## src/assert_macros.svh

```systemverilog
// Assertion macros used by the blur unit top level.
`ifndef ASSERT_MACROS_SVH
`define ASSERT_MACROS_SVH

`ifndef SYNTHESIS

// Expression must hold at every clock edge outside reset.
`define ASSERT_ALWAYS(label, clk, rst_n, expr, msg) \
    label: assert property (@(posedge clk) disable iff (!rst_n) (expr)) else $error(msg);

// Consequent must hold in the same cycle as the antecedent.
`define ASSERT_IMPL(label, clk, rst_n, ante, cons, msg) \
    label: assert property (@(posedge clk) disable iff (!rst_n) (ante) |-> (cons)) \
        else $error(msg);

// Consequent must hold in the cycle after the antecedent.
`define ASSERT_NEXT(label, clk, rst_n, ante, cons, msg) \
    label: assert property (@(posedge clk) disable iff (!rst_n) (ante) |=> (cons)) \
        else $error(msg);

`else

`define ASSERT_ALWAYS(label, clk, rst_n, expr, msg)
`define ASSERT_IMPL(label, clk, rst_n, ante, cons, msg)
`define ASSERT_NEXT(label, clk, rst_n, ante, cons, msg)

`endif

`endif

```

## src/bb3_pkg.sv

```systemverilog
// Shared types and constants of the 3x3 box blur unit.
`default_nettype none

package bb3_pkg;

    // Field and register widths.
    localparam int CFG_W      = 11;
    localparam int CFG_IDX_W  = 1;
    localparam int PIX_W      = 32;
    localparam int RGB_W      = 24;
    localparam int CH_W       = 8;
    localparam int COORD_W    = 10;
    localparam int SUM_W      = 12;

    // Geometry limits and reset values.
    localparam int MIN_DIM = 2;
    localparam logic [CFG_W-1:0] RESET_FRAME_WIDTH  = 11'd800;
    localparam logic [CFG_W-1:0] RESET_FRAME_HEIGHT = 11'd600;

    // Division by nine: floor(s / 9) == (s * 3641) >> 15 for s below 32768.
    localparam logic [SUM_W-1:0] DIV9_MUL   = 12'd3641;
    localparam int               DIV9_SHIFT = 15;

    localparam logic [CH_W-1:0] ALPHA_OPAQUE = 8'hFF;

    // Configuration register indexes.
    typedef enum logic [CFG_IDX_W-1:0] {
        REG_FRAME_WIDTH  = 1'b0,
        REG_FRAME_HEIGHT = 1'b1
    } t_cfg_reg;

    typedef logic [RGB_W-1:0] t_rgb;

    // Position of a pixel relative to the frame border.
    typedef struct packed {
        logic x_ge1;
        logic x_ge2;
        logic y_ge1;
        logic y_ge2;
        logic x_last;
        logic y_last;
    } t_pos_flags;

    // One blurred result on its way to the output register.
    typedef struct packed {
        logic [COORD_W-1:0] col;
        logic [COORD_W-1:0] row;
        logic [PIX_W-1:0]   pixel;
        logic               last_of_run;
        logic               frame_done;
    } t_result;

endpackage

`default_nettype wire

```

## src/bb3_out_stage.sv

```systemverilog
// Output register that holds one result beat until the receiver takes it.
`default_nettype none

module bb3_out_stage
    import bb3_pkg::*;
(
    input  wire logic               i_clk,
    input  wire logic               i_rst_n,
    input  wire logic               i_load,
    input  wire t_result            i_res,
    output      logic               o_ready,
    output      logic               o_out_valid,
    input  wire logic               i_out_stall,
    output      logic [COORD_W-1:0] o_out_col,
    output      logic [COORD_W-1:0] o_out_row,
    output      logic [PIX_W-1:0]   o_pixel_out,
    output      logic               o_last_of_run,
    output      logic               o_frame_done
);

    logic    r_valid;
    t_result r_res;

    // The register may take a new beat when empty or when its beat leaves.
    assign o_ready = !r_valid || !i_out_stall;

    always_ff @(posedge i_clk) begin
        if (!i_rst_n) begin
            r_valid <= 1'b0;
        end else if (o_ready) begin
            r_valid <= i_load;
        end
    end

    always_ff @(posedge i_clk) begin
        if (o_ready && i_load) begin
            r_res <= i_res;
        end
    end

    assign o_out_valid   = r_valid;
    assign o_out_col     = r_res.col;
    assign o_out_row     = r_res.row;
    assign o_pixel_out   = r_res.pixel;
    assign o_last_of_run = r_res.last_of_run;
    assign o_frame_done  = r_res.frame_done;

endmodule

`default_nettype wire

```

## config.mk

```make
export PLATFORM = sky130hd
export DESIGN_NAME = bb3_out_stage
export DESIGN_NICKNAME = d
export VERILOG_FILES = /design/src/assert_macros.svh /design/src/bb3_pkg.sv /design/src/bb3_out_stage.sv
export SDC_FILE = /design/constraint.sdc
export NUM_CORES = 1
export LEC_CHECK = 0
export BUFFER_PORTS_ARGS = -buffer_cell sky130_fd_sc_hd__buf_2
export CAP_MARGIN = 30
export CORE_MARGIN = 2
export CORE_UTILIZATION = 45
export CTS_BUF_LIST = sky130_fd_sc_hd__clkbuf_8
export DETAILED_ROUTE_END_ITERATION = 8
export PLACE_DENSITY = 0.86
export SYNTH_ARGS = -nofsm -noshare
export SYNTH_HDL_FRONTEND = slang
export SYNTH_SLANG_ARGS = --single-unit
```

## constraint.sdc

```tcl
create_clock -name i_clk -period 8.05 [get_ports i_clk]
set_clock_uncertainty 0.2 [all_clocks]
set_input_delay 2.415 -clock i_clk [delete_from_list [all_inputs] [get_ports i_clk]]
set_output_delay 2.415 -clock i_clk [all_outputs]
set_load 0.02 [all_outputs]
```

==> results of run 1 <==
-- worst min-delay path: cells and delay by family, from the launching register on --
family             cells  cell delay, ns
DFF                    1            0.36
and+or+nand+nor        1            0.09
AOI/OAI and AO/OA      1            0.08
-- through the flow --
stage	instances	worst slack [ns]	utilization (%)
after floorplan	59	2.86	-
after global placement	220	2.70	63.5
after detailed placement	221	2.69	64.1
after CTS	229	2.69	66.5
after global routing	229	2.68	66.5
final	229	2.70	66.5
-- power breakdown --
group	leakage [nW]	switching [mW]	internal [mW]
registers	0.531	0.00409	0.334
clock network	0.0418	0.0822	0.0607
logic	0.462	0.0367	0.0217
total	1.03	0.123	0.416
-- state kept, by name, indices dropped and copies added (netlist names) --
register and flops:
o_last_of_run 1, o_out_valid 1, o_frame_done 1, o_out_row 10
o_pixel_out 32, o_out_col 10
-- worst paths after layout --
path,to,slack [ns],cells past startpoint
worst min-delay path,o_out_valid,0.36,2
worst max register to register,o_out_row[5],6.38,3
worst min register to register,o_out_valid,0.36,2
worst max-delay path,o_ready,2.70,3
-- area by class of cell --
type | instances | share of cell area (%)
flip-flops and latches | 55 | 68.4
repair buffers | 114 | 24.4
clock buffers | 5 | 2.87
well taps | 48 | 2.50
multi-input cells | 4 | 0.939
clock inverters | 3 | 0.835
-- cell usage in the layout, fill, tap and decap left out --
cell type,instances
a21oi_1,1
and2_2,1
buf_12,1
buf_2,113
clkbuf_8,5
clkinv_1,1
clkinv_4,1
clkinvlp_4,1
dfxtp_1,1
edfxtp_1,54
nand2_1,1
nor2b_1,1
-- routing by layer --
layer	global-route usage, %	up-vias	wire, um
li1	-	476	-
met1	16.9	457	1180
met2	28.2	68	1660
met3	6.08	7	370
met4	7.45	0	67
met5	0	-	0
-- cells by family (layout without fill, tap and decap cells) --
group,Yosys count,after routing,share of synthesized area (%)
AO/OA/AOI/OAI,1,1,0.301
AND/OR/NAND/NOR,3,3,0.978
buffers and inverters,0,122,0
flip-flops,55,55,98.7
==> results.toml, run 1 <==
[critical_path]
cp-startpoint = "i_out_stall"
crit_family = "buffers and inverters"
worstPathArrival_ns = 2.74
worstPathRequired_ns = 5.43
critical_path.slowest_cell = "buf_2"
cp-end-kind = "output pin"
worstSetupPathType = "input pin to output pin"
r2r_start = "o_out_valid"
crit_chain = "buf_2 > nand2_1 > buf_2"
critPathBufInv = 2
crit_path_max_fanout = 2
path_common_cell = "buf_2"
cp-start-kind = "input pin"
crit_path_max_incr_delay_ns = 0.16

[run_status]
status = "finished, final reports clean"

[route]
via_count = 1008
drt_wl_total_mm = 3.28
first_iter_violations = 93
wl_per_cell_um = 14.3
ant_nets = 0
firstDrtPassIters = 4
drc = 0
viasPerCell = 4.40

[clock_tree]
clk_pin_slew_ns = 0.09
clock_sinks = 55
cts_buffers = 5
clock_latency_ns = 0.30
postCtsSetupBuffers = 0
postCtsHoldBufs = 0
htree_levels = 2
cts_max_path_buffers = 2
cts_tree = "done"
cts_resized = 0
root_buffer = "clkbuf_8"

[synth]
synth_top_area_share_pct = 97.5
ys.flop_type = "edfxtp_1"
ys_types = 6
synth_edf_count = 54
syn_nets = 117
synth.cell_area_mm2 = 0.00166
yosys-top-cells-area = "edfxtp_1, dfxtp_1, and2_1, nor2b_1, a21oi_1"
syn_avg_cell_area_um2 = 28.2
yosysMostFrequentCell = "edfxtp_1"
ys_seq_area_share_pct = 98.7
yosysTopAreaCell = "edfxtp_1"
yosysWarningCount = 0
synth_cells = 59
ys_async_sr_fraction_pct = 0
synth_seq_cells = 55

[floorplan]
io_pins = 114
rows = 22
die_h_um = 64.8
die_w_um = 64.8
core_area_mm2 = 0.00361
initial_core_util_pct = 46.1
dieArea_mm2 = 0.00420

[sta]
finalMaxSlewViolations = 0
hold_ws_ns = 0.360
maxSlewHeadroom_pct = 64.6
finalCritPeriodShare_pct = 66.5
hold_viol = 0
fin_setup_tns_ns = 0
rsz0062_at_grt = "false"
max_freq_ghz = 0.187
period_needed_ns = 5.35
tightestPinTransition_ns = 0.532
setup_viol = 0

[finish]
drive_above_1_share_pct = 67.4
area_delta_synth_final_pct = 44.2
multi_input_area_um2 = 22.5
fill_cells = 285
n_antenna_cell = 0
finalInstanceArea_mm2 = 0.00240
final_nets = 238
register_area_mm2 = 0.00164

[run]
max_cap_viol_count = 0

[grt]
grt_usage_pct = 16.0
grt_overflow = 0
grt_pass1_wl_mm = 4.68
grt_pass1_vias = 965
antenna_found_initial = 0
grt_max_degree = 33

[power]
ir_drop_uv = 123
total_power_mw = 0.539
p_leak_nw = 1.03
p_per_area_mw_per_mm2 = 225

[worst_hold_path]
hp-start = "o_out_valid"
hold_path_class = "flip-flop to flip-flop"

[place]
dpl_cell_area_mm2 = 0.00231
gp_congestion = 0.676
numPortBuffers = 113
No activity file was read; power rests on OpenSTA's default activity.
==> run 2, diff against run 1 <==
--- a/config.mk
+++ b/config.mk
@@ -8,10 +8,10 @@
 export BUFFER_PORTS_ARGS = -buffer_cell sky130_fd_sc_hd__buf_2
 export CAP_MARGIN = 30
 export CORE_MARGIN = 2
-export CORE_UTILIZATION = 45
+export CORE_UTILIZATION = 42
 export CTS_BUF_LIST = sky130_fd_sc_hd__clkbuf_8
 export DETAILED_ROUTE_END_ITERATION = 8
-export PLACE_DENSITY = 0.86
+export PLACE_DENSITY = 0.81
 export SYNTH_ARGS = -nofsm -noshare
 export SYNTH_HDL_FRONTEND = slang
 export SYNTH_SLANG_ARGS = --single-unit
==> constraint.sdc (replaced) <==
create_clock -name i_clk -period 5.22 [get_ports i_clk]
set_clock_uncertainty 0.2 [all_clocks]
set_input_delay 1.566 -clock i_clk [delete_from_list [all_inputs] [get_ports i_clk]]
set_output_delay 1.566 -clock i_clk [all_outputs]
set_load 0.02 [all_outputs]
==> results.toml, run 2 (synthesized netlist as in run 1, its figures left out) <==
[finish]
final_nets = 238
n_antenna_cell = 0
stdcell_count = 229
layout_commonest_cell = "buf_2"
finalInstanceArea_mm2 = 0.00240
fill_cells = 294
area_delta_synth_final_pct = 44.2
drive_above_1_share_pct = 66.3
largest_reg_flops = 32
layout_common_cells = "buf_2, edfxtp_1, clkbuf_8"
post-route-util_pct = 64.0

[place]
placed_cells = 221
hpwlAfterDp_mm = 2.49
gp_congestion = 0.651
dpl_cell_area_mm2 = 0.00232
numPortBuffers = 113

[critical_path]
crit_chain = "buf_2 > nand2_1 > buf_2"
crit_path_max_incr_delay_ns = 0.17
path_common_cell = "buf_2"
worstPathArrival_ns = 1.92
crit_path_max_fanout = 2
critPathBufInv = 2
critical_path.slowest_cell = "buf_2"
worstPathRequired_ns = 3.45
worstSetupPathType = "input pin to output pin"
cp-start-kind = "input pin"
crit_family = "buffers and inverters"
cp-end-kind = "output pin"

[grt]
grt_pass1_wl_mm = 4.43
grt_overflow = 0
grt_max_degree = 30
grt_pass1_vias = 1020
grt_usage_pct = 15.0
antenna_found_initial = 0

[clock_tree]
htree_levels = 2
cts_buffers = 5
clock_sinks = 55
cts_tree = "done"
root_buffer = "clkbuf_8"
clk_pin_slew_ns = 0.09
postCtsHoldBufs = 0
cts_resized = 0
clock_latency_ns = 0.30
cts_max_path_buffers = 2
postCtsSetupBuffers = 0

[floorplan]
initial_core_util_pct = 44.4
rows = 22
dieArea_mm2 = 0.00448
io_pins = 114
die_h_um = 66.9
die_w_um = 66.9
core_area_mm2 = 0.00374

[power]
ir_drop_uv = 228
swShare_pct = 22.4
total_power_mw = 0.823
p_per_area_mw_per_mm2 = 343
p_leak_nw = 1.04
internal-power_mw = 0.639
power_frac_seq_pct = 63.3
pwr-share-comb_pct = 11.2
clkPwrFrac_pct = 25.5
switching_power_mw = 0.184

[sta]
setup_viol = 0
rsz0062_at_grt = "false"
hold_viol = 0
fin_setup_tns_ns = 0
period_needed_ns = 3.69
tightestPinTransition_ns = 0.610
max_freq_ghz = 0.271
finalCritPeriodShare_pct = 70.6
maxSlewHeadroom_pct = 59.3
finalMaxSlewViolations = 0

[worst_hold_path]
hold_path_class = "flip-flop to flip-flop"

[route]
firstDrtPassIters = 3
drt_wl_total_mm = 3.27
top_layer = "met4"
dr_wl_met3_um = 527
wl_per_cell_um = 14.3
viasPerCell = 4.39
ant_nets = 0
via_count = 1006
first_iter_violations = 44
wl_met2_mm = 1.49
drc = 0
met1Wirelength_mm = 1.20

[run_status]
status = "finished, final reports clean"

[run]
max_cap_viol_count = 0
[run 2: power groups by stage]
stage               clock network, mW  registers [mW]  logic [mW]
floorplan                           0           0.566     0.00885
global placement                    0           0.531      0.0868
CTS                             0.216           0.521      0.0930
global route                    0.234           0.523      0.0988
finish                          0.210           0.521      0.0919
detailed placement                  0           0.531      0.0929
[run 2: worst paths after layout]
kind | start | end | slack (ns) | cells after the start
max | i_out_stall | o_ready | 1.53 | 3
min | o_out_valid | o_out_valid | 0.38 | 2
max reg2reg | o_out_valid | o_pixel_out[8] | 3.47 | 3
min reg2reg | o_out_valid | o_out_valid | 0.38 | 2
[run 2: worst register-to-register path: stages (launching register included)]
cell and delay (ns):
dfxtp_1 0.34, nand2_1 0.09, and2_2 0.55, buf_16 0.27
[run 2: routing by layer]
metal,track usage [%],vias to the layer above
met5,0,-
met1,15.5,446
met3,10.3,5
met4,6.89,0
li1,-,474
met2,23.1,81
[run 2: metrics by stage]
stage | worst slack, ns | hold slack (ns)
6_report | 1.53 | 0.379
5_1_grt | 1.50 | 0.394
4_1_cts | 1.53 | 0.366
3_5_place_dp | 1.53 | 0.345
3_3_place_gp | 1.57 | 0.314
2_1_floorplan | 1.53 | 0.398
[run 2: layout make-up]
class	instances	area, um2	area share, %
clock buffer	5	68.8	2.87
multi-input combinational	4	22.5	0.939
timing repair buffer	114	593	24.7
sequential	55	1640	68.5
clock inverter	3	11.3	0.470
tap	48	60.1	2.51
==> run 3, diff against run 2 <==
--- a/config.mk
+++ b/config.mk
@@ -8,10 +8,10 @@
 export BUFFER_PORTS_ARGS = -buffer_cell sky130_fd_sc_hd__buf_2
 export CAP_MARGIN = 30
 export CORE_MARGIN = 2
-export CORE_UTILIZATION = 42
+export CORE_UTILIZATION = 38
 export CTS_BUF_LIST = sky130_fd_sc_hd__clkbuf_8
 export DETAILED_ROUTE_END_ITERATION = 8
-export PLACE_DENSITY = 0.81
+export PLACE_DENSITY = 0.77
 export SYNTH_ARGS = -nofsm -noshare
 export SYNTH_HDL_FRONTEND = slang
 export SYNTH_SLANG_ARGS = --single-unit
==> constraint.sdc (replaced) <==
create_clock -name i_clk -period 3.09 [get_ports i_clk]
set_clock_uncertainty 0.2 [all_clocks]
set_input_delay 0.927 -clock i_clk [delete_from_list [all_inputs] [get_ports i_clk]]
set_output_delay 0.927 -clock i_clk [all_outputs]
set_load 0.02 [all_outputs]
==> results.toml, run 3 (synthesized netlist as in run 1, its figures left out) <==
[run_status]
status = "finished, final reports clean"

[sta]
timing.final.ws_setup_ns = 0.691
period_needed_ns = 2.40
setup_viol = 0
finalCritPeriodShare_pct = 77.6
fin_setup_tns_ns = 0
rsz0062_at_grt = "false"
tightestPinTransition_ns = 0.281
max_freq_ghz = 0.417
finalMaxSlewViolations = 0
maxSlewHeadroom_pct = 81.3
hold_viol = 0

[critical_path]
worstSetupPathType = "input pin to output pin"
crit_chain = "buf_2 > nand2_1 > buf_2"
rrSetupSlack_ns = 1.72
cp-end-kind = "output pin"
crit_path_max_fanout = 2
worstPathArrival_ns = 1.27
path_common_cell = "buf_2"
crit_path_max_incr_delay_ns = 0.16
worstPathRequired_ns = 1.96
critical_path.slowest_cell = "buf_2"
cp-start-kind = "input pin"

[route]
firstDrtPassIters = 4
viasPerCell = 4.27
drc = 0
first_iter_violations = 87
wl_per_cell_um = 12.7
drt_wl_total_mm = 2.96
via_count = 996
ant_nets = 0

[clock_tree]
htree_levels = 2
clock_latency_ns = 0.30
root_buffer = "clkbuf_8"
cts_buffers = 5
cts_resized = 0
clock_sinks = 55
cts_tree = "done"
clk_pin_slew_ns = 0.09
cts_max_path_buffers = 2
postCtsHoldBufs = 0
postCtsSetupBuffers = 0

[power]
switching_power_mw = 0.323
swShare_pct = 22.9
p_per_area_mw_per_mm2 = 585
pwr-share-comb_pct = 10.7
total_power_mw = 1.41
clkPwrFrac_pct = 26.8
power_frac_seq_pct = 62.5
internal-power_mw = 1.08
p_leak_nw = 1.03
ir_drop_uv = 300

[floorplan]
initial_core_util_pct = 38.7
dieArea_mm2 = 0.00492
io_pins = 114
rows = 24
die_w_um = 70.2
core_area_mm2 = 0.00429
die_h_um = 70.2

[finish]
register_area_mm2 = 0.00164
n_antenna_cell = 0
final_nets = 238
multi_input_area_um2 = 22.5
fill_cells = 360
drive_above_1_share_pct = 68.0
layout_commonest_cell = "buf_2"
stdcell_count = 233
layout_common_cells = "buf_2, edfxtp_1, clkbuf_8"
finalInstanceArea_mm2 = 0.00240
area_delta_synth_final_pct = 44.5
largest_reg_flops = 32

[grt]
grt_max_degree = 55
antenna_found_initial = 1
grt_pass1_vias = 989
grt_overflow = 0
grt_pass1_wl_mm = 4.53
grt_usage_pct = 12.3

[place]
place_ws_ns = 0.697
gp_congestion = 0.688
dpl_cell_area_mm2 = 0.00231
numPortBuffers = 113
placed_cells = 225

[run]
max_cap_viol_count = 0

[worst_hold_path]
hold_path_class = "flip-flop to flip-flop"
-- run 3: cell types whose count changed in the layout (fill, tap and decap cells not counted) --
cell,before,now
buf_16,1,0
clkinv_1,2,0
clkinv_2,0,1
buf_12,0,1
clkinvlp_4,0,2
inv_1,1,0
-- run 3: metrics by stage --
step	utilization, %	hold WS [ns]
final	56.0	0.355
after global placement	53.9	0.308
after detailed placement	53.9	0.348
after floorplan	-	0.398
after CTS	56.0	0.365
after global routing	56.0	0.405
-- run 3: worst paths after layout --
check               from               to  depth (start not counted)
min          o_out_valid      o_out_valid                          2
max          i_out_stall          o_ready                          3
min reg2reg  o_out_valid      o_out_valid                          2
max reg2reg  o_out_valid  o_pixel_out[23]                          3
-- run 3: layer usage --
layer / wire, um / vias to the layer above / global-route usage, %
met5: 11 / - / 0
met4: 58 / 2 / 5.77
met3: 363 / 9 / 6.35
met2: 1450 / 68 / 19.6
met1: 1080 / 444 / 13.7
li1: - / 473 / -
-- run 3: layout make-up --
cell class,instances,area share [%]
timing repair buffer,114,24.4
clock buffer,5,2.86
tap,52,2.71
clock inverter,3,0.833
sequential,55,68.3
multi-input combinational,4,0.937
-- run 3: worst max-delay path, delay by kind of cell --
family	cells	cell delay [ns]
buffers and inverters	2	0.27
and+or+nand+nor	1	0.07
-- run 3: power groups by stage --
stage               Sequential (mW)  Clock [mW]  Combinational [mW]
global placement              0.895           0               0.151
detailed placement            0.898           0               0.153
finish                        0.880       0.377               0.150
global route                  0.884       0.422               0.162
CTS                           0.881       0.393               0.153
floorplan                     0.956           0              0.0150
