===== src/assert_macros.svh =====
// Assertion macros used by the blur unit top level.
`ifndef ASSERT_MACROS_SVH
`define ASSERT_MACROS_SVH

`ifndef SYNTHESIS

// Expression must hold at every clock edge outside reset.
`define ASSERT_ALWAYS(label, clk, rst_n, expr, msg) \
    label: assert property (@(posedge clk) disable iff (!rst_n) (expr)) else $error(msg);

// Consequent must hold in the same cycle as the antecedent.
`define ASSERT_IMPL(label, clk, rst_n, ante, cons, msg) \
    label: assert property (@(posedge clk) disable iff (!rst_n) (ante) |-> (cons)) \
        else $error(msg);

// Consequent must hold in the cycle after the antecedent.
`define ASSERT_NEXT(label, clk, rst_n, ante, cons, msg) \
    label: assert property (@(posedge clk) disable iff (!rst_n) (ante) |=> (cons)) \
        else $error(msg);

`else

`define ASSERT_ALWAYS(label, clk, rst_n, expr, msg)
`define ASSERT_IMPL(label, clk, rst_n, ante, cons, msg)
`define ASSERT_NEXT(label, clk, rst_n, ante, cons, msg)

`endif

`endif


===== src/bb3_pkg.sv =====
// Shared types and constants of the 3x3 box blur unit.
`default_nettype none

package bb3_pkg;

    // Field and register widths.
    localparam int CFG_W      = 11;
    localparam int CFG_IDX_W  = 1;
    localparam int PIX_W      = 32;
    localparam int RGB_W      = 24;
    localparam int CH_W       = 8;
    localparam int COORD_W    = 10;
    localparam int SUM_W      = 12;

    // Geometry limits and reset values.
    localparam int MIN_DIM = 2;
    localparam logic [CFG_W-1:0] RESET_FRAME_WIDTH  = 11'd800;
    localparam logic [CFG_W-1:0] RESET_FRAME_HEIGHT = 11'd600;

    // Division by nine: floor(s / 9) == (s * 3641) >> 15 for s below 32768.
    localparam logic [SUM_W-1:0] DIV9_MUL   = 12'd3641;
    localparam int               DIV9_SHIFT = 15;

    localparam logic [CH_W-1:0] ALPHA_OPAQUE = 8'hFF;

    // Configuration register indexes.
    typedef enum logic [CFG_IDX_W-1:0] {
        REG_FRAME_WIDTH  = 1'b0,
        REG_FRAME_HEIGHT = 1'b1
    } t_cfg_reg;

    typedef logic [RGB_W-1:0] t_rgb;

    // Position of a pixel relative to the frame border.
    typedef struct packed {
        logic x_ge1;
        logic x_ge2;
        logic y_ge1;
        logic y_ge2;
        logic x_last;
        logic y_last;
    } t_pos_flags;

    // One blurred result on its way to the output register.
    typedef struct packed {
        logic [COORD_W-1:0] col;
        logic [COORD_W-1:0] row;
        logic [PIX_W-1:0]   pixel;
        logic               last_of_run;
        logic               frame_done;
    } t_result;

endpackage

`default_nettype wire


===== src/bb3_window.sv =====
// Working pixel register, 3x3 window columns and per-pixel result sequencer.
`default_nettype none

module bb3_window
    import bb3_pkg::*;
#(
    parameter int COL_W = 10,
    parameter int ROW_W = 10
) (
    input  wire logic             i_clk,
    input  wire logic             i_rst_n,
    input  wire logic             i_clear,
    input  wire logic             i_load,
    input  wire t_rgb             i_rgb,
    input  wire logic [COL_W-1:0] i_col,
    input  wire logic [ROW_W-1:0] i_row,
    input  wire t_pos_flags       i_flags,
    input  wire t_rgb             i_prev_a,
    input  wire t_rgb             i_prev_b,
    input  wire logic             i_res_ready,
    output      logic             o_res_valid,
    output      t_result          o_res,
    output      logic             o_full,
    output      logic             o_advance,
    output      logic [COL_W-1:0] o_col,
    output      t_rgb             o_rgb
);

    logic             r_valid;
    logic [3:0]       r_pend;
    t_rgb             r_rgb;
    logic [COL_W-1:0] r_col;
    logic [ROW_W-1:0] r_row;
    t_pos_flags       r_flags;
    t_rgb             r_wc [6];

    t_rgb             grid [4][4];
    logic [1:0]       sel;
    logic [3:0]       pend_rest;
    logic [SUM_W-1:0] sum_r;
    logic [SUM_W-1:0] sum_g;
    logic [SUM_W-1:0] sum_b;
    logic [COL_W-1:0] ocol;
    logic [ROW_W-1:0] orow;
    logic             take;
    logic [3:0]       new_pend;

    function automatic logic [CH_W-1:0] div9(input logic [SUM_W-1:0] s);
        logic [2*SUM_W-1:0] p;
        p = (2*SUM_W)'(s) * (2*SUM_W)'(DIV9_MUL);
        return p[DIV9_SHIFT+CH_W-1:DIV9_SHIFT];
    endfunction

    // Window grid: columns x-2..x+1, rows y-2..y+1; the last column and row are zero.
    always_comb begin
        for (int c = 0; c < 4; c++) begin
            for (int r = 0; r < 4; r++) begin
                grid[c][r] = '0;
            end
        end
        for (int r = 0; r < 3; r++) begin
            grid[0][r] = r_flags.x_ge2 ? r_wc[r] : '0;
            grid[1][r] = r_flags.x_ge1 ? r_wc[3+r] : '0;
        end
        grid[2][0] = r_flags.y_ge2 ? i_prev_b : '0;
        grid[2][1] = r_flags.y_ge1 ? i_prev_a : '0;
        grid[2][2] = r_rgb;
    end

    // Pick the next pending result: upper row first, then left column first.
    always_comb begin
        if (r_pend[0]) begin
            sel = 2'd0;
        end else if (r_pend[1]) begin
            sel = 2'd1;
        end else if (r_pend[2]) begin
            sel = 2'd2;
        end else begin
            sel = 2'd3;
        end
        pend_rest = r_pend & ~(4'b0001 << sel);
    end

    // Channel sums over the selected 3x3 neighbourhood.
    always_comb begin
        logic [1:0] gc;
        logic [1:0] gr;
        sum_r = '0;
        sum_g = '0;
        sum_b = '0;
        for (int dc = 0; dc < 3; dc++) begin
            for (int dr = 0; dr < 3; dr++) begin
                gc = 2'(dc) + {1'b0, sel[0]};
                gr = 2'(dr) + {1'b0, sel[1]};
                sum_r = sum_r + SUM_W'(grid[gc][gr][23:16]);
                sum_g = sum_g + SUM_W'(grid[gc][gr][15:8]);
                sum_b = sum_b + SUM_W'(grid[gc][gr][7:0]);
            end
        end
    end

    // Result fields of the selected neighbourhood.
    always_comb begin
        ocol = sel[0] ? r_col : r_col - COL_W'(1);
        orow = sel[1] ? r_row : r_row - ROW_W'(1);
        o_res.col         = COORD_W'(ocol);
        o_res.row         = COORD_W'(orow);
        o_res.pixel       = {div9(sum_r), div9(sum_g), div9(sum_b), ALPHA_OPAQUE};
        o_res.last_of_run = (pend_rest == 4'b0000);
        o_res.frame_done  = sel[0] & sel[1];
    end

    // Handshake toward the output register and toward the input side.
    always_comb begin
        o_res_valid = r_valid && (r_pend != 4'b0000);
        take        = o_res_valid && i_res_ready;
        o_advance   = r_valid && ((r_pend == 4'b0000) || (take && (pend_rest == 4'b0000)));
        new_pend    = {i_flags.y_last & i_flags.x_last, i_flags.y_last & i_flags.x_ge1,
                       i_flags.y_ge1 & i_flags.x_last, i_flags.y_ge1 & i_flags.x_ge1};
    end

    // Control of the working pixel register.
    always_ff @(posedge i_clk) begin
        if (!i_rst_n || i_clear) begin
            r_valid <= 1'b0;
            r_pend  <= 4'b0000;
        end else begin
            if (take) begin
                r_pend <= pend_rest;
            end
            if (i_load) begin
                r_valid <= 1'b1;
                r_pend  <= new_pend;
            end else if (o_advance) begin
                r_valid <= 1'b0;
            end
        end
    end

    // Payload of the working pixel register.
    always_ff @(posedge i_clk) begin
        if (i_load) begin
            r_rgb   <= i_rgb;
            r_col   <= i_col;
            r_row   <= i_row;
            r_flags <= i_flags;
        end
    end

    // Window columns shift by one as each pixel leaves.
    always_ff @(posedge i_clk) begin
        if (!i_rst_n || i_clear) begin
            for (int i = 0; i < 6; i++) begin
                r_wc[i] <= '0;
            end
        end else if (o_advance) begin
            for (int i = 0; i < 3; i++) begin
                r_wc[i]   <= grid[1][i];
                r_wc[3+i] <= grid[2][i];
            end
        end
    end

    assign o_full = r_valid;
    assign o_col  = r_col;
    assign o_rgb  = r_rgb;

endmodule

`default_nettype wire


===== config.mk =====
export PLATFORM = sky130hd
export DESIGN_NAME = bb3_window
export DESIGN_NICKNAME = d
export VERILOG_FILES = /design/src/assert_macros.svh /design/src/bb3_pkg.sv /design/src/bb3_window.sv
export SDC_FILE = /design/constraint.sdc
export NUM_CORES = 1
export LEC_CHECK = 0
export ABC_AREA = 1
export CORE_UTILIZATION = 50
export DETAILED_ROUTE_END_ITERATION = 6
export DONT_BUFFER_PORTS = 1
export HOLD_SLACK_MARGIN = 0.15
export PLACE_DENSITY = 0.72
export SYNTH_ARGS = -nofsm -noshare
export SYNTH_HDL_FRONTEND = slang
export SYNTH_SLANG_ARGS = --single-unit

===== constraint.sdc =====
create_clock -name i_clk -period 13.9 [get_ports i_clk]
set_input_delay 2.78 -clock i_clk [delete_from_list [all_inputs] [get_ports i_clk]]
set_output_delay 2.78 -clock i_clk [all_outputs]
set_load 0.005 [all_outputs]

==> out/qor.yml, run 1 <==
floorplan:
  coreArea_sq_um: 46560
  start_util: 0.5074
  io_pins: 194
  die_w_microns: 219.4
  fp.dieH_microns: 219.4
  num_rows: 79
  die_area_sq_um: 48120
yosys:
  ys_async_sr_fraction: 0
  syn_area_sq_um: 23620
  synthDistinctLibCells: 41
  ys_ff_latch: 197
  synthesis.instances: 2914
  ys_seq_area_frac: 0.2483
  synthFlopType: "edfxtp_1"
  post_synth.cell_area_avg_sq_um: 8.106
  synth-edff-count: 192
  yosys_warnings: 0
setup_path:
  critPathKind: "primary input to output pin"
  end_kind: "output pin"
  rrSetupSlack_ps: 9520
  critPathLaunchType: "primary input"
  worstPathRequired_ps: 11120
  slowest_stage: "fa_1"
  cp_max_fo: 4
  r2r_cells: 7
  worstReg2RegEnd: "r_wc[2][16]$_SDFFCE_PN0P_"
  critPathMaxStageDelay_ps: 540
  path_common_cell: "fa_1"
  crit_arrival_ps: 10490
  reg2reg_from: "r_pend[0]$_SDFFE_PP0P_"
timing:
  worstMarginPinSlew_ps: 1064
  rsz0062_at_grt: "false"
  drv_slew: 0
  fmax_mhz: 75.37
  setup_viol: 0
  clock_skew_ps: 11.52
  tns_ps: 0
  finalCritPeriodShare: 0.9545
  final-hold-violation-count: 0
  fin_crit_ps: 13270
  slew_headroom: 0.2906
finish:
  fillers: 4354
  area_growth_pct: 4.105
  layout-drive-gt1-share: 0.02536
  final_nets: 3407
clock_network:
  cts_root_buf: "clkbuf_16"
  clk_pin_slew_worst_paths_ps: 80
  clock-sinks: 197
  cts_buffer_depth: 2
  cts_tree: "built"
  clkLatencyLatePin_ps: 450
  cts_max_level: 4
  numCtsBuffers: 17
drt:
  first_pass_iters: 6
  post_drt_wl_per_cell_microns: 16.44
  ant_nets: 0
  initialDrtViolationCount: 1499
  drc_errors: 0
  vias_per_cell: 5.379
  routed_wl_microns: 56670
  via_count: 18540
global_route:
  grt_max_degree: 191
  grt_util_all_layers: 0.2372
  antenna_found_initial: 2
  grt_pass1_vias: 18330
  gr-total-overflow: 0
  grt_pass1_wl_microns: 90500
placed_design:
  routabilityCongestion: 0.8791
  dp_hpwl_microns: 43210
  io_buffers: 0
min_path:
  hp-class: "flip-flop to flip-flop"
  hold_path.startpoint: "r_pend[3]$_SDFFE_PP0P_"
  min_path_cells: 2
  whs_endpoint: "r_pend[3]$_SDFFE_PP0P_"
flow_run:
  max-cap-violations: 0
status:
  outcome: "finished, final reports clean"
==> per-stage QoR <==
step | cell area, sq um | setup WS [ps] | hold WS [ps] | cells | utilization
floorplan | 23650 | 1079 | 442.6 | 2921 | -
global placement | 23980 | 661.1 | 456.7 | 3414 | 0.5150
detailed placement | 23980 | 480.5 | 475.1 | 3414 | 0.5150
CTS | 24580 | 437.8 | 487.3 | 3446 | 0.5280
global route | 24590 | 63.20 | 525.7 | 3446 | 0.5282
finish | 24590 | 632.7 | 490.6 | 3447 | 0.5282
==> cell families after synthesis <==
kind of cell | Yosys count | share of synthesized area
adders and majority gates | 478 | 0.3276
and+or+nand+nor | 1010 | 0.1718
DFF | 197 | 0.2483
muxes | 31 | 0.01314
xor gates and xnor gates | 52 | 0.01928
other | 1 | 0.0001588
AOI/OAI and AO/OA | 394 | 0.09354
buffers and inverters | 751 | 0.1262
==> synthesized netlist by cell type, types with 5 or more instances <==
cell type  count  area (sq um)
buf_2         28         140.1
ha_1         244          3053
xor2_1        37         324.1
a21oi_1       94         470.5
edfxtp_1     192          5766
mux2i_1       31         310.3
buf_1         24         90.09
a22oi_1       24         180.2
nand3_1      110         550.5
nor3_1        27         135.1
buf_4         32         240.2
fa_1         234          4684
nand2_1      563          2113
dfxtp_1        5         100.1
o21bai_1       6         45.04
inv_1        613          2301
clkbuf_1      50         187.7
nand4_1       14         87.58
a31oi_1       28         175.2
xnor2_1       15         131.4
o22ai_1       59         369.1
o21ai_0      143         715.7
nor2_1       275          1032
a21o_1        13         97.59
o21ai_1       19         95.09
or2_2          9         56.30
==> layer usage <==
layer / up-vias / wire length (microns) / global-route usage / share of wire
met5: - / 13 / 0 / 0.00023
met4: 2 / 992 / 0.06481 / 0.018
met3: 66 / 3735 / 0.03368 / 0.066
met2: 611 / 28170 / 0.4177 / 0.50
met1: 8847 / 23760 / 0.3023 / 0.42
li1: 9014 / - / - / -
==> flip-flops by register name (all words and copies together), names as in the netlist <==
signal,flops
r_wc,144
o_rgb,24
r_pend,4
r_row,10
r_flags,4
o_col,10
o_full,1
==> how the worst max path moves through the flow <==
stage	start	end	slack, ps	depth (start not counted)
5_1_grt	i_prev_a[10]	o_res[22]	60	34
2_1_floorplan	i_prev_a[10]	o_res[22]	1080	35
6_report	i_prev_a[10]	o_res[22]	630	34
3_5_place_dp	i_prev_a[10]	o_res[22]	480	34
3_3_place_gp	i_prev_a[10]	o_res[22]	660	35
4_1_cts	i_prev_a[10]	o_res[22]	440	34
==> timing repair <==
action	CTS	global route
hold buffers	0	0
setup buffers	0	0
resized for setup	0	2
endpoints found under the setup margin	0	4
==> critical path: cells and delay by family <==
| family | cells | cell delay [ps] |
|---|---|---|
| adders and majority gates | 12 | 5040 |
| buffers and inverters | 7 | 380 |
| and+or+nand+nor | 7 | 620 |
| xor gates and xnor gates | 1 | 250 |
| muxes | 1 | 140 |
| AOI/OAI and AO/OA | 6 | 1280 |
==> layout by cell type, fill, tap and decap left out, types with 3 or more instances in the layout <==
cell / instances
inv_1: 613
nand2_1: 562
nor2_1: 275
ha_1: 244
fa_1: 234
edfxtp_1: 192
o21ai_0: 142
nand3_1: 110
a21oi_1: 94
o22ai_1: 59
xor2_1: 36
mux2i_1: 31
a31oi_1: 28
nor3_1: 27
a22oi_1: 24
o21ai_1: 19
clkbuf_16: 18
buf_4: 17
xnor2_1: 15
nand4_1: 14
a21o_1: 13
or2_2: 8
conb_1: 8
o21bai_1: 6
inv_6: 5
dfxtp_1: 5
buf_12: 4
inv_2: 3
o211ai_1: 3
nor4_1: 3
clkinv_8: 3
inv_8: 3
==> area by class of cell <==
type                    count  area (sq um)  share of cell area
clock inverters            13         150.1            0.006106
multi-input cells        1973         14840              0.6034
diodes                      1         2.502           0.0001018
flip-flops and latches    197          5866              0.2385
inverters                 616          2312             0.09403
clock buffers              19         454.2             0.01847
repair buffers             21         207.7            0.008446
well taps                 607         759.5             0.03088
Power of run 1 is left out: the tool's default activity adds up to more than one toggle a clock period on the data nets, which glitch-free logic cannot reach.
==> inputs of run 2 (changes only) <==
REMOVE_ABC_BUFFERS = 1   (was not set)
==> out/qor.yml, run 2 (same netlist as run 1, synthesis figures left out) <==
setup_path:
  end_kind: "output pin"
  path_common_cell: "inv_1"
  crit_arrival_ps: 10520  # +30 ps
  rrSetupSlack_ps: 9430  # -90 ps
  worstPathRequired_ps: 11120  # about the same
  critPathKind: "primary input to output pin"
  cp_max_fo: 5  # +1
  critPathLaunchType: "primary input"
  critical-path-top-delay-family: "adder cells"
  cp_num_buf_inv: 9  # +2
  critPathMaxStageDelay_ps: 550  # about the same
  slowest_stage: "fa_1"
clock_network:
  cts_buffer_depth: 2  # unchanged
  clk_pin_slew_worst_paths_ps: 80  # about the same
  cts_tree: "built"
  cts_max_level: 4  # unchanged
  cts_root_buf: "clkbuf_16"
  clock-sinks: 197  # unchanged
  numCtsBuffers: 17  # unchanged
  postCtsSetupBuffers: 0  # unchanged
  clkLatencyLatePin_ps: 460  # about the same
floorplan:
  fp.dieH_microns: 219.4  # unchanged
  die_area_sq_um: 48120  # unchanged
  io_pins: 194  # unchanged
  die_w_microns: 219.4  # unchanged
  start_util: 0.5074  # unchanged
  num_rows: 79  # unchanged
  coreArea_sq_um: 46560  # unchanged
finish:
  final_cells: 3448  # +0.029%
  max_flop_register: "r_wc"
  fin_util: 0.5306  # +0.002418
  layout_common_cells: "613 x inv_1, 562 x nand2_1, 275 x nor2_1"
  fillers: 4286  # -1.6%
  layout-drive-gt1-share: 0.02641  # +0.001047
  seq_area_sq_um: 5866  # unchanged
  largest_reg_flops: 144  # unchanged
  final_nets: 3408  # +0.029%
  area_growth_pct: 4.582
  multi_input_area_sq_um: 14850  # about the same
  layout_commonest_cell: "inv_1"
placed_design:
  routabilityCongestion: 0.9409  # +7.0%
  dp_hpwl_microns: 42990  # -0.50%
  io_buffers: 0  # unchanged
  place_inst: 3415  # +0.029%
  pre_cts_ws_ps: 503.1  # +22.62 ps
global_route:
  antenna_found_initial: 1  # -1
  grt_pass1_wl_microns: 93430  # +3.2%
  grt_pass1_vias: 19220  # +4.9%
  gr-total-overflow: 0  # unchanged
  grt_max_degree: 191  # unchanged
  grt_util_all_layers: 0.2439  # +0.006659
flow_run:
  max-cap-violations: 0  # unchanged
min_path:
  hp-class: "flip-flop to flip-flop"
timing:
  finalCritPeriodShare: 0.9569  # +0.002453
  clock_skew_ps: 11.94  # +0.4167 ps
  final-hold-violation-count: 0  # unchanged
  setup_viol: 0  # unchanged
  worstMarginPinSlew_ps: 1185  # +120.7 ps
  drv_slew: 0  # unchanged
  rsz0062_at_grt: "false"
  fin_hold_ws_ps: 487.5  # -3.073 ps
  fmax_mhz: 75.18  # -0.26%
  finalWorstSetupSlack_ps: 598.6  # -34.10 ps
  slew_headroom: 0.2073  # -0.08328
  fin_crit_ps: 13300  # +34.10 ps
drt:
  first_pass_iters: 6  # unchanged
  routed_wl_microns: 56990  # +0.56%
  ant_nets: 0  # unchanged
  via_count: 18630  # +0.50%
  vias_per_cell: 5.404  # +0.47%
  drc_errors: 0  # unchanged
  post_drt_wl_per_cell_microns: 16.53  # +0.53%
  initialDrtViolationCount: 1312  # -12%
status:
  outcome: "finished, final reports clean"
==> run 2: routing by layer <==
metal	GRT usage	wire [microns]
met5	0	0
met3	0.03562	3948
met1	0.3213	24840
met2	0.4146	27080
met4	0.07106	1119
==> run 2: cell type report <==
| cell class | instances | area share |
|---|---|---|
| Multi-Input combinational cell | 1973 | 0.6010 |
| Inverter | 616 | 0.09360 |
| Tap cell | 607 | 0.03074 |
| Timing Repair Buffer | 22 | 0.008711 |
| Clock buffer | 18 | 0.01778 |
| Clock inverter | 14 | 0.01064 |
| Sequential cell | 197 | 0.2374 |
| Antenna cell | 1 | 0.0001013 |
==> run 2: stage by stage <==
step / setup TNS (ps) / area, sq um
2_1_floorplan: -124400 / 22980
3_3_place_gp: 0 / 23980
3_5_place_dp: 0 / 23980
4_1_cts: 0 / 24690
5_1_grt: 0 / 24700
6_report: 0 / 24700
==> run 2: worst paths after layout <==
| kind | from | endpoint | cells past startpoint |
|---|---|---|---|
| hold / removal | r_pend[3]$_SDFFE_PP0P_ | r_pend[3]$_SDFFE_PP0P_ | 2 |
| setup / recovery | i_prev_a[23] | o_res[30] | 35 |
| hold reg to reg | r_pend[3]$_SDFFE_PP0P_ | r_pend[3]$_SDFFE_PP0P_ | 2 |
| setup reg to reg | r_pend[0]$_SDFFE_PP0P_ | r_wc[2][18]$_SDFFCE_PN0P_ | 7 |
==> run 2: worst register-to-register path: cells and delay by family (launching register included) <==
family,cells,cell delay (ps)
buffers and inverters,2,1330
AO/OA/AOI/OAI,2,770
flip-flops,1,330
AND/OR/NAND/NOR,3,1610
==> run 2: timing repair <==
| action | CTS | global route |
|---|---|---|
| endpoints found under the setup margin | 0 | 5 |
| hold buffers | 0 | 0 |
| gates resized for setup | 0 | 5 |
Power of run 2 is left out for the same reason.
